===== src/rtl/ipv4rc_pkg.sv =====
// Shared constants, codes and types of the IPv4 receive classifier.
`default_nettype none
package ipv4rc_pkg;

  // Address table geometry.
  localparam int TABLE_DEPTH = 16;
  localparam int TBL_AW      = $clog2(TABLE_DEPTH);
  localparam int ENTRY_W     = 64;

  // Input command codes.
  localparam logic CMD_LOAD = 1'b0;
  localparam logic CMD_HDR  = 1'b1;

  // Configuration register indexes.
  localparam logic [3:0] CFG_FIRST_INDEX = 4'd0;
  localparam logic [3:0] CFG_ENTRY_COUNT = 4'd1;

  // Verdict codes.
  localparam logic [2:0] VERD_UDP      = 3'd0;
  localparam logic [2:0] VERD_ICMP     = 3'd1;
  localparam logic [2:0] VERD_BAD_VER  = 3'd2;
  localparam logic [2:0] VERD_NOT_OURS = 3'd3;
  localparam logic [2:0] VERD_BAD_CSUM = 3'd4;
  localparam logic [2:0] VERD_OPTIONS  = 3'd5;
  localparam logic [2:0] VERD_FRAGMENT = 3'd6;
  localparam logic [2:0] VERD_OTHER    = 3'd7;

  // Header constants.
  localparam logic [3:0]  IPV4_VERSION = 4'd4;
  localparam logic [3:0]  MIN_HLEN     = 4'd5;
  localparam logic [4:0]  SHORT_WORDS  = 5'd10;
  localparam logic [7:0]  PROTO_UDP    = 8'd17;
  localparam logic [7:0]  PROTO_ICMP   = 8'd1;
  localparam logic [15:0] CSUM_GOOD    = 16'hFFFF;
  localparam logic [31:0] ALL_ONES     = 32'hFFFF_FFFF;

  // Summary of a finished header, handed to the address search.
  typedef struct packed {
    logic [3:0]  version;
    logic [3:0]  hlen;
    logic        csum_ok;
    logic        frag_nz;
    logic [7:0]  proto;
    logic [31:0] dest;
  } hdr_t;

  // Classification result.
  typedef struct packed {
    logic [2:0] verdict;
    logic [3:0] slot;
    logic [7:0] proto;
  } res_t;

endpackage
`default_nettype wire


===== src/rtl/ipv4rc_table_ram.sv =====
// Generic single-write, single-read synchronous RAM with registered read data.
`default_nettype none
module ipv4rc_table_ram #(
  parameter int DEPTH = 16,
  parameter int WIDTH = 64
) (
  input  wire logic                     clk,
  input  wire logic                     we,
  input  wire logic [$clog2(DEPTH)-1:0] waddr,
  input  wire logic [WIDTH-1:0]         wdata,
  input  wire logic                     re,
  input  wire logic [$clog2(DEPTH)-1:0] raddr,
  output logic      [WIDTH-1:0]         rdata
);

  logic [WIDTH-1:0] mem [DEPTH];

  // Write port.
  always_ff @(posedge clk) begin
    if (we) begin
      mem[waddr] <= wdata;
    end
  end

  // Read port with registered read data.
  always_ff @(posedge clk) begin
    if (re) begin
      rdata <= mem[raddr];
    end
  end

endmodule
`default_nettype wire


===== src/rtl/ipv4rc_search.sv =====
// Address search sequencer and verdict selection for a finished header.
`default_nettype none
module ipv4rc_search (
  input  wire logic                             clk,
  input  wire logic                             rst_n,
  input  wire logic                             start,
  input  wire ipv4rc_pkg::hdr_t                 hdr,
  input  wire logic [3:0]                       first_index,
  input  wire logic [4:0]                       entry_count,
  output logic                                  rd_en,
  output logic [ipv4rc_pkg::TBL_AW-1:0]         rd_addr,
  input  wire logic [ipv4rc_pkg::ENTRY_W-1:0]   rd_data,
  output logic                                  res_valid,
  output ipv4rc_pkg::res_t                      res,
  input  wire logic                             res_take,
  output logic                                  idle
);
  import ipv4rc_pkg::*;

  localparam logic [1:0] ST_IDLE   = 2'd0;
  localparam logic [1:0] ST_CHECK  = 2'd1;
  localparam logic [1:0] ST_SEARCH = 2'd2;
  localparam logic [1:0] ST_HOLD   = 2'd3;

  logic [1:0] state_r, state_nxt;
  hdr_t       hdr_r;
  logic [4:0] idx_r, idx_nxt;
  logic       pend_r, pend_nxt;
  logic [3:0] pidx_r, pidx_nxt;
  res_t       res_r, res_nxt;
  logic       issue;
  logic       hit;

  // Verdict once the destination has matched a table slot.
  function automatic logic [2:0] match_verdict(input hdr_t h);
    logic [2:0] v;
    if (!h.csum_ok) begin
      v = VERD_BAD_CSUM;
    end else if (h.hlen != MIN_HLEN) begin
      v = VERD_OPTIONS;
    end else if (h.frag_nz) begin
      v = VERD_FRAGMENT;
    end else if (h.proto == PROTO_UDP) begin
      v = VERD_UDP;
    end else if (h.proto == PROTO_ICMP) begin
      v = VERD_ICMP;
    end else begin
      v = VERD_OTHER;
    end
    return v;
  endfunction

  // A slot is read while it lies inside the configured range.
  assign issue   = (idx_r < entry_count) && (idx_r < 5'(TABLE_DEPTH));
  assign rd_en   = (state_r == ST_SEARCH) && issue;
  assign rd_addr = idx_r[TBL_AW-1:0];

  // Compare the returned entry against the destination.
  assign hit = pend_r && ((hdr_r.dest == rd_data[ENTRY_W-1:32]) ||
                          (hdr_r.dest == rd_data[31:0]));

  assign res_valid = (state_r == ST_HOLD);
  assign res       = res_r;
  assign idle      = (state_r == ST_IDLE);

  // Sequencer.
  always_comb begin
    state_nxt = state_r;
    idx_nxt   = idx_r;
    pend_nxt  = pend_r;
    pidx_nxt  = pidx_r;
    res_nxt   = res_r;
    case (state_r)
      ST_IDLE: begin
        if (start) begin
          state_nxt = ST_CHECK;
        end
      end
      ST_CHECK: begin
        res_nxt.proto = hdr_r.proto;
        res_nxt.slot  = '0;
        idx_nxt       = {1'b0, first_index};
        pend_nxt      = 1'b0;
        if (hdr_r.version != IPV4_VERSION) begin
          res_nxt.verdict = VERD_BAD_VER;
          state_nxt       = ST_HOLD;
        end else if (({1'b0, first_index} >= entry_count) ||
                     ({1'b0, first_index} >= 5'(TABLE_DEPTH))) begin
          res_nxt.verdict = VERD_NOT_OURS;
          state_nxt       = ST_HOLD;
        end else if (hdr_r.dest == ALL_ONES) begin
          // All-ones is broadcast on the first slot searched.
          res_nxt.verdict = match_verdict(hdr_r);
          res_nxt.slot    = first_index;
          state_nxt       = ST_HOLD;
        end else begin
          state_nxt = ST_SEARCH;
        end
      end
      ST_SEARCH: begin
        if (hit) begin
          res_nxt.verdict = match_verdict(hdr_r);
          res_nxt.slot    = pidx_r;
          state_nxt       = ST_HOLD;
        end else if (!issue) begin
          res_nxt.verdict = VERD_NOT_OURS;
          res_nxt.slot    = '0;
          state_nxt       = ST_HOLD;
        end else begin
          pend_nxt = 1'b1;
          pidx_nxt = idx_r[3:0];
          idx_nxt  = idx_r + 5'd1;
        end
      end
      ST_HOLD: begin
        if (res_take) begin
          state_nxt = ST_IDLE;
        end
      end
      default: begin
        state_nxt = ST_IDLE;
      end
    endcase
  end

  // Control state.
  always_ff @(posedge clk) begin
    if (!rst_n) begin
      state_r <= ST_IDLE;
      pend_r  <= 1'b0;
    end else begin
      state_r <= state_nxt;
      pend_r  <= pend_nxt;
    end
  end

  // Payload state.
  always_ff @(posedge clk) begin
    if (start && (state_r == ST_IDLE)) begin
      hdr_r <= hdr;
    end
    idx_r  <= idx_nxt;
    pidx_r <= pidx_nxt;
    res_r  <= res_nxt;
  end

  // A started header is picked up in the following cycle.
  a_start_taken: assert property (@(posedge clk) disable iff (!rst_n)
    (start && idle) |=> (state_r == ST_CHECK))
    else $error("started header not taken into the check state");

  // Reads never leave the configured search range.
  a_read_in_range: assert property (@(posedge clk) disable iff (!rst_n)
    rd_en |-> ((rd_addr >= first_index) && ({1'b0, rd_addr} < entry_count)))
    else $error("table read outside the search range");

  // A matched slot lies inside the search range.
  a_slot_in_range: assert property (@(posedge clk) disable iff (!rst_n)
    (res_valid && (res.verdict != VERD_BAD_VER) && (res.verdict != VERD_NOT_OURS))
      |-> ((res.slot >= first_index) && ({1'b0, res.slot} < entry_count)))
    else $error("matched slot outside the search range");

  // Unmatched verdicts report slot zero.
  a_slot_zero: assert property (@(posedge clk) disable iff (!rst_n)
    (res_valid && ((res.verdict == VERD_BAD_VER) || (res.verdict == VERD_NOT_OURS)))
      |-> (res.slot == 4'd0))
    else $error("nonzero slot on an unmatched verdict");

endmodule
`default_nettype wire


===== src/rtl/ipv4_receive_classifier.sv =====
// Top level of the IPv4 receive classifier: header capture, table and output register.
`default_nettype none
// The block accepts one beat per cycle: either a load of one address table
// slot (interface and broadcast address, kept in a 16 x 64-bit synchronous
// RAM) or one 16-bit header word. Header words stream in at one per cycle
// while the checksum and header fields are gathered in registers. The beat
// that completes a header starts the address search and input is held off
// until the verdict has moved into the output register: a check state,
// then, unless the check decides it, a search state that reads the table
// slots in turn, and a hold state until the output register takes the
// verdict. Input is held off longer while the output register still holds
// an earlier verdict that has not been taken. Holding input off during the
// search also keeps table loads away from the RAM read. Table slots need no
// clearing after reset; a slot must be loaded before a search reaches it.
module ipv4_receive_classifier (
  input  wire logic        clk,
  input  wire logic        rst_n,
  // Input channel.
  input  wire logic        in_valid,
  output logic             in_ready,
  input  wire logic        in_command,
  input  wire logic [15:0] in_header_word,
  input  wire logic [3:0]  in_entry_index,
  input  wire logic [31:0] in_entry_address,
  input  wire logic [31:0] in_entry_broadcast,
  // Result channel.
  output logic             out_valid,
  input  wire logic        out_ready,
  output logic [2:0]       out_verdict,
  output logic [3:0]       out_matched_index,
  output logic [7:0]       out_protocol,
  // Configuration channel.
  input  wire logic        cfg_valid,
  output logic             cfg_ready,
  input  wire logic [3:0]  cfg_index,
  input  wire logic [4:0]  cfg_data
);
  import ipv4rc_pkg::*;

  logic        in_acc, hdr_acc, load_acc, last_word;
  logic        srch_idle, res_valid, res_take;
  res_t        res;
  hdr_t        hdr_sum;
  logic        rd_en;
  logic [TBL_AW-1:0]  rd_addr;
  logic [ENTRY_W-1:0] rd_data;
  logic        ram_we;

  logic [3:0]  first_index_r;
  logic [4:0]  entry_count_r;

  logic [15:0] csum_r, csum_nxt;
  logic [16:0] csum_wide;
  logic [4:0]  wcnt_r, wcnt_nxt, target;
  logic [3:0]  ver_r, ver_nxt;
  logic [3:0]  hlen_r, hlen_nxt;
  logic [31:0] dest_r, dest_nxt;
  logic [12:0] frag_r, frag_nxt;
  logic [7:0]  proto_r, proto_nxt;

  logic        out_valid_r;
  res_t        out_r;

  // Handshakes.
  assign in_ready  = srch_idle;
  assign in_acc    = in_valid && in_ready;
  assign hdr_acc   = in_acc && (in_command == CMD_HDR);
  assign load_acc  = in_acc && (in_command == CMD_LOAD);
  assign cfg_ready = 1'b1;

  // Configuration registers.
  always_ff @(posedge clk) begin
    if (!rst_n) begin
      first_index_r <= '0;
      entry_count_r <= '0;
    end else if (cfg_valid && cfg_ready) begin
      case (cfg_index)
        CFG_FIRST_INDEX: first_index_r <= cfg_data[3:0];
        CFG_ENTRY_COUNT: entry_count_r <= cfg_data;
        default: ;
      endcase
    end
  end

  // Address table: interface address in the upper half, broadcast below.
  assign ram_we = load_acc && ({1'b0, in_entry_index} < 5'(TABLE_DEPTH));

  ipv4rc_table_ram #(
    .DEPTH (TABLE_DEPTH),
    .WIDTH (ENTRY_W)
  ) u_table (
    .clk   (clk),
    .we    (ram_we),
    .waddr (in_entry_index[TBL_AW-1:0]),
    .wdata ({in_entry_address, in_entry_broadcast}),
    .re    (rd_en),
    .raddr (rd_addr),
    .rdata (rd_data)
  );

  // One's-complement running sum with end-around carry.
  assign csum_wide = {1'b0, csum_r} + {1'b0, in_header_word};
  assign csum_nxt  = csum_wide[15:0] + {15'd0, csum_wide[16]};

  // Field capture by word position.
  always_comb begin
    ver_nxt   = ver_r;
    hlen_nxt  = hlen_r;
    frag_nxt  = frag_r;
    proto_nxt = proto_r;
    dest_nxt  = dest_r;
    case (wcnt_r)
      5'd0: begin
        ver_nxt  = in_header_word[15:12];
        hlen_nxt = in_header_word[11:8];
      end
      5'd3: frag_nxt  = in_header_word[12:0];
      5'd4: proto_nxt = in_header_word[7:0];
      5'd8: dest_nxt  = {in_header_word, dest_r[15:0]};
      5'd9: dest_nxt  = {dest_r[31:16], in_header_word};
      default: ;
    endcase
  end

  // The header ends after twice its length in words, or ten when too short.
  assign wcnt_nxt  = wcnt_r + 5'd1;
  assign target    = (hlen_nxt >= MIN_HLEN) ? {hlen_nxt, 1'b0} : SHORT_WORDS;
  assign last_word = hdr_acc && (wcnt_nxt >= target);

  assign hdr_sum.version = ver_nxt;
  assign hdr_sum.hlen    = hlen_nxt;
  assign hdr_sum.csum_ok = (csum_nxt == CSUM_GOOD);
  assign hdr_sum.frag_nz = (frag_nxt != 13'd0);
  assign hdr_sum.proto   = proto_nxt;
  assign hdr_sum.dest    = dest_nxt;

  // Per-header state, cleared once the header is handed over.
  always_ff @(posedge clk) begin
    if (!rst_n || last_word) begin
      csum_r  <= '0;
      wcnt_r  <= '0;
      ver_r   <= '0;
      hlen_r  <= '0;
      dest_r  <= '0;
      frag_r  <= '0;
      proto_r <= '0;
    end else if (hdr_acc) begin
      csum_r  <= csum_nxt;
      wcnt_r  <= wcnt_nxt;
      ver_r   <= ver_nxt;
      hlen_r  <= hlen_nxt;
      dest_r  <= dest_nxt;
      frag_r  <= frag_nxt;
      proto_r <= proto_nxt;
    end
  end

  // Address search and verdict.
  ipv4rc_search u_search (
    .clk         (clk),
    .rst_n       (rst_n),
    .start       (last_word),
    .hdr         (hdr_sum),
    .first_index (first_index_r),
    .entry_count (entry_count_r),
    .rd_en       (rd_en),
    .rd_addr     (rd_addr),
    .rd_data     (rd_data),
    .res_valid   (res_valid),
    .res         (res),
    .res_take    (res_take),
    .idle        (srch_idle)
  );

  // Output register.
  assign res_take = res_valid && (!out_valid_r || out_ready);

  always_ff @(posedge clk) begin
    if (!rst_n) begin
      out_valid_r <= 1'b0;
    end else if (res_take) begin
      out_valid_r <= 1'b1;
    end else if (out_ready) begin
      out_valid_r <= 1'b0;
    end
  end

  always_ff @(posedge clk) begin
    if (res_take) begin
      out_r <= res;
    end
  end

  assign out_valid         = out_valid_r;
  assign out_verdict       = out_r.verdict;
  assign out_matched_index = out_r.slot;
  assign out_protocol      = out_r.proto;

  // No table write while a search may be reading the table.
  a_no_load_in_search: assert property (@(posedge clk) disable iff (!rst_n)
    rd_en |-> !ram_we)
    else $error("table load during address search");

  // The word counter is clear whenever a search is in progress.
  a_counter_clear: assert property (@(posedge clk) disable iff (!rst_n)
    !srch_idle |-> (wcnt_r == 5'd0))
    else $error("header words gathered during a search");

  // A result leaving the search always lands in the output register.
  a_result_lands: assert property (@(posedge clk) disable iff (!rst_n)
    res_take |=> (out_valid && (out_verdict == $past(res.verdict))))
    else $error("search result lost on its way to the output");

endmodule
`default_nettype wire


===== config.mk =====
export PLATFORM = sky130hd
export DESIGN_NAME = ipv4_receive_classifier
export DESIGN_NICKNAME = d
export VERILOG_FILES = /design/src/rtl/ipv4rc_pkg.sv /design/src/rtl/ipv4rc_table_ram.sv /design/src/rtl/ipv4rc_search.sv /design/src/rtl/ipv4_receive_classifier.sv
export SDC_FILE = /design/constraint.sdc
export NUM_CORES = 1
export LEC_CHECK = 0
export ABC_AREA = 0
export BUFFER_PORTS_ARGS = -buffer_cell sky130_fd_sc_hd__buf_2
export CORE_UTILIZATION = 60
export CTS_CLUSTER_DIAMETER = 200
export DETAILED_ROUTE_END_ITERATION = 10
export GPL_TIMING_DRIVEN = 0
export PLACE_DENSITY = 0.87
export RECOVER_POWER = 100
export SYNTH_ARGS = -nofsm -noshare
export SYNTH_HDL_FRONTEND = slang
export SYNTH_SLANG_ARGS = --single-unit

===== constraint.sdc =====
create_clock -name clk -period 9.5 [get_ports clk]
set_input_delay 1.425 -clock clk [delete_from_list [all_inputs] [get_ports clk]]
set_output_delay 1.425 -clock clk [all_outputs]
set_load 0.02 [all_outputs]

# After elaboration in Yosys (flattened, before gate mapping)
# Memories as Yosys holds them, arrays and structs flattened. A register that Yosys moved wholly into a read port is not among the register bits.
# Index checks and enable logic that the tools add are counted.
# word_totals
ramBits	1024
n_memories	1
out_inout_bits	18
word_cells	124
regBits	184
# memory_table
memory	words	word_bits	read_ports	rd_clocked_by_memory_dff	write_ports	line	source
u_table.mem	16	64	1	1	1	ipv4rc_table_ram.sv:16	logic [WIDTH-1:0] mem [DEPTH];
# op_classes
n_mux	37
order_cmp	5
eq_ne	22
n_reduce_logical	27
addsub	4
bitwise	2
# ops
op	count
32-bit equality test	2
32-bit one-hot mux with 2 select lines	1
32-bit equality test (second input constant)	1
3-bit 2-to-1 mux	7
7-bit 2-to-1 mux	3
16-bit by 16-bit adder with 17-bit output	1
16-bit by 1-bit adder with 16-bit output	1
16-bit equality test (second input constant)	1
4-bit 2-to-1 mux	4
5-bit 2-to-1 mux	3
7-bit one-hot mux with 2 select lines	1
13-bit 2-to-1 mux	1
13-bit nonzero test	1
3-bit AND reduction	4
5-bit by 1-bit adder with 5-bit output (second input constant)	2
5-bit by 4-bit equality test with 1-bit output (second input constant)	2
2-bit 2-to-1 mux	5
5-bit one-hot mux with 2 select lines	1
1-bit logical AND	9
8-bit by 1-bit equality test with 1-bit output (second input constant)	1
8-bit by 5-bit equality test with 1-bit output (second input constant)	1
1-bit 2-to-1 mux	8
8-bit 2-to-1 mux	1
4-bit by 3-bit inequality test with 1-bit output (second input constant)	2
other kinds (24)	34

# Logic depth before layout (Yosys ltp)
# logic_depth
depth_word	10
depth_mapped	21

# Modules after synthesis
# A second synthesis with hierarchy kept.
# unflattened
cells_unflattened	2593
area_unflattened_um2	49895.4
# modules_own_cells
module	area_per_inst_um2	cells_each	instances
ipv4rc_table_ram	40222.3	1647	1
ipv4_receive_classifier	5920.7	668	1
ipv4rc_search	3752.3	278	1

# Least setup slack after synthesis
# Ideal clock, no wire load.
# synth_timing
path_type	in2reg
start	in in_entry_index[1]
end	mem u_table.mem[0][0] (enable)
n_path_buf	0
arrival_ps	6383
cell_stages	2
path_slack_ps	2552
setup_ps	565
required_time_ps	8935
cell_sequence	or4_1 > nor3_1
# synth_rtl
item	line	source
start, declared	ipv4_receive_classifier.sv:23	input wire logic [3:0] in_entry_index,
end, declared	ipv4rc_table_ram.sv:16	
# No word-level cell before the write port.

==> results.sh <==
export IMPL_clkTransAtPathRegs_ns=0.06
export IMPL_crit_slowest_cell="a2111oi_0"
export IMPL_die_height_um=290
export IMPL_p_total_w=0.0135
export IMPL_cts_tree="built"
export IMPL_synth_area_mm2=0.0499
export IMPL_cts_max_level=3
export IMPL_wirelength_um=143000
export IMPL_power_density_mw_per_mm2=242
export IMPL_multi_input_area_mm2=0.0120
export IMPL_clk_latency_ns=0.71
export IMPL_seq_area_frac_synth=0.747
export IMPL_synth_top_area_frac=0.709
export IMPL_synth_async_sr_flop_share=0
export IMPL_fin_skew_ns=0.0403
export IMPL_r2r_start="u_search.state_r[0]$_SDFFE_PN0P_"
export IMPL_r2r_cells=8
export IMPL_min_path_cells=0
export IMPL_ctsResizeCount=0
export IMPL_dr_pass1_iters=7
export IMPL_rsz0062_at_grt="false"
export IMPL_ir_drop_mv=0.190
export IMPL_synth_flop_cell="edfxtp_1"
export IMPL_maxCapViolCount=34
export IMPL_max_freq_mhz=150
export IMPL_numCtsBuffers=119
export IMPL_grt_antenna_before_repair=16
export IMPL_hp_start="u_search.res[0]$_DFFE_PP_"
export IMPL_drive_above_1_share=0.194
export IMPL_worstPathMaxFanout=6
export IMPL_die_w_um=290
export IMPL_fin_crit_sh=0.699
export IMPL_coreArea_mm2=0.0821
export IMPL_dr_first_iter_drc_count=4736
export IMPL_grt_usage=0.344
export IMPL_rows=105
export IMPL_yosysUniqueCellTypes=76
export IMPL_cts_hold_buf=0
export IMPL_startpoint_type="primary input"
export IMPL_end_kind="flop"
export IMPL_path_class="primary input to flop"
export IMPL_num_vias=28300
export IMPL_remaining_drc_errors=0
export IMPL_max_stage_delay_ns=0.68
export IMPL_ys_ff_latch=1272
export IMPL_finalCriticalPeriod_ns=6.64
export IMPL_port_buffers=115
export IMPL_path_delay_family="compound AO/OA/AOI/OAI gates"
export IMPL_layout_nets=2890
export IMPL_dieArea_mm2=0.0843
export IMPL_clock_sinks=1272
export IMPL_grt_pass1_wl_um=204000
export IMPL_syn_avg_cell_area_um2=20.4
export IMPL_grt_overflow_total=0
export IMPL_start_util=0.607
export IMPL_drt_antenna_violating_nets=0
export IMPL_ys_warnings_count=0
export IMPL_hp_class="flop to flop"
export IMPL_cts_setup_buffers=0
export IMPL_slew_headroom=-2.01
export IMPL_fillers=4708
export IMPL_dp_slack_ns=3.20
export IMPL_p_leak_nw=17.8
export IMPL_ys_top_cells_by_area="edfxtp_1, mux4_2, dfxtp_1"
export IMPL_finalMaxSlewViolations=764
export IMPL_crit_chain="clkbuf_1 -> ha_1 -> fa_1 -> a211oi_1 -> o21ai_0 -> a21oi_1 -> o21bai_1 -> a21oi_1 -> nor2b_1 -> o21ai_0 -> nand2b_1 -> ha_1 -> ha_1 -> inv_1 -> a2111oi_0 -> o221ai_2 -> nor4b_1 -> a21o_2 -> o211ai_1 -> xnor2_1 -> nor2_1 -> nor4bb_1"
export IMPL_viasPerCell=7.20
export IMPL_setup_ws_ns=2.86
export IMPL_io_pins=117
export IMPL_worst_pin_slew_ns=4.51
export IMPL_reg2reg_slack_ns=3.28
export IMPL_synth_edff_count=1177
export IMPL_setup_violations=0
export IMPL_cts_root_buf="clkbuf_16"
export IMPL_area_growth_pct=11.7
export IMPL_clockBufferDepth=3
export IMPL_syn_nets=2581
export IMPL_hold_violations=0
export IMPL_dpl_hpwl_um=83700
export IMPL_ys_top_cells_by_count="edfxtp_1, mux4_2, nand2_1"
export IMPL_crit_path_frequent_cell="ha_1"
export IMPL_grt_max_degree=65
export IMPL_final_seq_area_mm2=0.0372
export IMPL_yosysTopAreaCell="edfxtp_1"
export IMPL_grt_pass1_vias=28600
export IMPL_outcome="complete, but fails checks"
export IMPL_min_to="out_protocol[0]$_DFFE_PP_"
export IMPL_arrival_ns=7.06
export IMPL_violations="max-capacitance violations, max-slew violations"
export IMPL_gp_congestion=0.923
export IMPL_required_ns=9.92
export IMPL_netlist_instances=2443
export IMPL_yosysMostFrequentCell="edfxtp_1"
export IMPL_timing_rr_end="u_table.mem[10][34]$_DFFE_PP_"
export IMPL_crit_buf_inv=2
export IMPL_wl_per_cell_um=36.5
==> power breakdown <==
| group | total (W) | internal (W) | leakage [nW] | switching (W) |
|---|---|---|---|---|
| Clock | 0.00472 | 0.00257 | 1.86 | 0.00215 |
| Combinational | 0.00242 | 0.00102 | 4.48 | 0.00141 |
| Sequential | 0.00636 | 0.00630 | 11.4 | 0.0000578 |
| Total | 0.0135 | 0.00989 | 17.8 | 0.00362 |
==> layout make-up <==
| type | count | share of cell area |
|---|---|---|
| clock inverter | 67 | 0.0102 |
| sequential | 1272 | 0.668 |
| clock buffer | 155 | 0.0581 |
| buffer | 118 | 0.00858 |
| timing repair buffer | 188 | 0.0134 |
| tap | 1070 | 0.0240 |
| multi-input combinational | 1031 | 0.215 |
| inverter | 22 | 0.00148 |
| antenna | 10 | 0.000449 |
==> layer usage <==
layer,global-route usage,vias up,share of wire
met3,0.0910,649,0.13
met1,0.425,14200,0.32
li1,-,10700,-
met2,0.559,2782,0.49
met5,0,-,0.00050
met4,0.189,10,0.066
==> worst register-to-register path: stages (launching register included) <==
cell and delay [ns]:
dfxtp_1 0.34, inv_1 0.12, ha_1 0.35, nand2_1 0.20
nor2_1 0.24, nand3b_1 0.26, nor2_1 1.40, clkbuf_1 1.36
clkbuf_1 1.51
==> how the worst max path moves through the flow <==
stage / from / endpoint / slack, ns / cells past startpoint
6_report: in_header_word[0] / u_search.hdr_r[41]$_DFFE_PP_ / 2.86 / 22
5_1_grt: in_header_word[0] / u_search.hdr_r[41]$_DFFE_PP_ / 2.54 / 22
4_1_cts: in_header_word[0] / u_search.hdr_r[41]$_DFFE_PP_ / 3.87 / 21
3_5_place_dp: in_header_word[0] / u_search.hdr_r[41]$_DFFE_PP_ / 3.20 / 21
3_3_place_gp: in_valid / u_table.mem[0][24]$_DFFE_PP_ / -3.19 / 4
2_1_floorplan: in_entry_index[1] / u_table.mem[0][0]$_DFFE_PP_ / 2.55 / 2
==> metrics by stage <==
step	hold WS (ns)	TNS [ns]	util	cells	instance area, µm²
2_1_floorplan	0.400	0	-	2443	49900
3_5_place_dp	0.406	0	0.647	3701	53100
4_1_cts	0.421	0	0.693	3923	56900
5_1_grt	0.424	0	0.678	3929	55700
6_report	0.418	0	0.679	3933	55700
3_3_place_gp	0.402	-782.92	0.631	3628	51800
==> logic make-up (layout without fill, tap and decap cells) <==
group | after synthesis | after routing | share of synthesized area
multiplexers | 360 | 360 | 0.153
AND/OR/NAND/NOR | 353 | 353 | 0.0346
other | 1 | 11 | 0.0000752
flip-flops | 1272 | 1272 | 0.747
adder cells (fa/ha/maj) | 39 | 39 | 0.00993
buffers and inverters | 140 | 550 | 0.0112
AO/OA/AOI/OAI | 180 | 180 | 0.0269
XOR/XNOR | 98 | 98 | 0.0175
==> state kept, by name, indices dropped and copies added, names as in the netlist <==
| signal | flops |
|---|---|
| first_index_r | 4 |
| out_protocol | 8 |
| u_search.hdr_r | 50 |
| dest_r | 32 |
| out_verdict | 3 |
| entry_count_r | 5 |
| u_table.mem | 1024 |
| wcnt_r | 5 |
| u_search.idx_r | 5 |
| out_matched_index | 4 |
| proto_r | 8 |
| frag_r | 13 |
| out_valid | 1 |
| u_search.state_r | 2 |
| csum_r | 16 |
| hlen_r | 4 |
| u_search.pidx_r | 4 |
| u_search.pend_r | 1 |
| ver_r | 4 |
| u_search.res | 15 |
| u_table.rdata | 64 |
==> layout by cell type (no fill, tap or decap), types with 10 or more instances in the layout <==
master     count
diode_2       10
clkinv_2      26
nor2_1        98
mux2_1        12
clkbuf_16    121
nand4_1       17
buf_1         17
inv_1         22
a22o_1        37
clkbuf_1     277
dfxtp_1       95
edfxtp_1    1177
mux2i_1       27
clkinv_1      22
mux4_2       320
nand2_1      104
a211oi_1      13
nor3_1        28
nand3_1       17
xor2_1        75
buf_2         32
nor4_1        26
nand2b_1      12
nor2b_1       17
ha_1          38
xnor2_1       21
a21oi_1       59
o21ai_0       14
No activity file was read; power rests on OpenSTA's default activity.
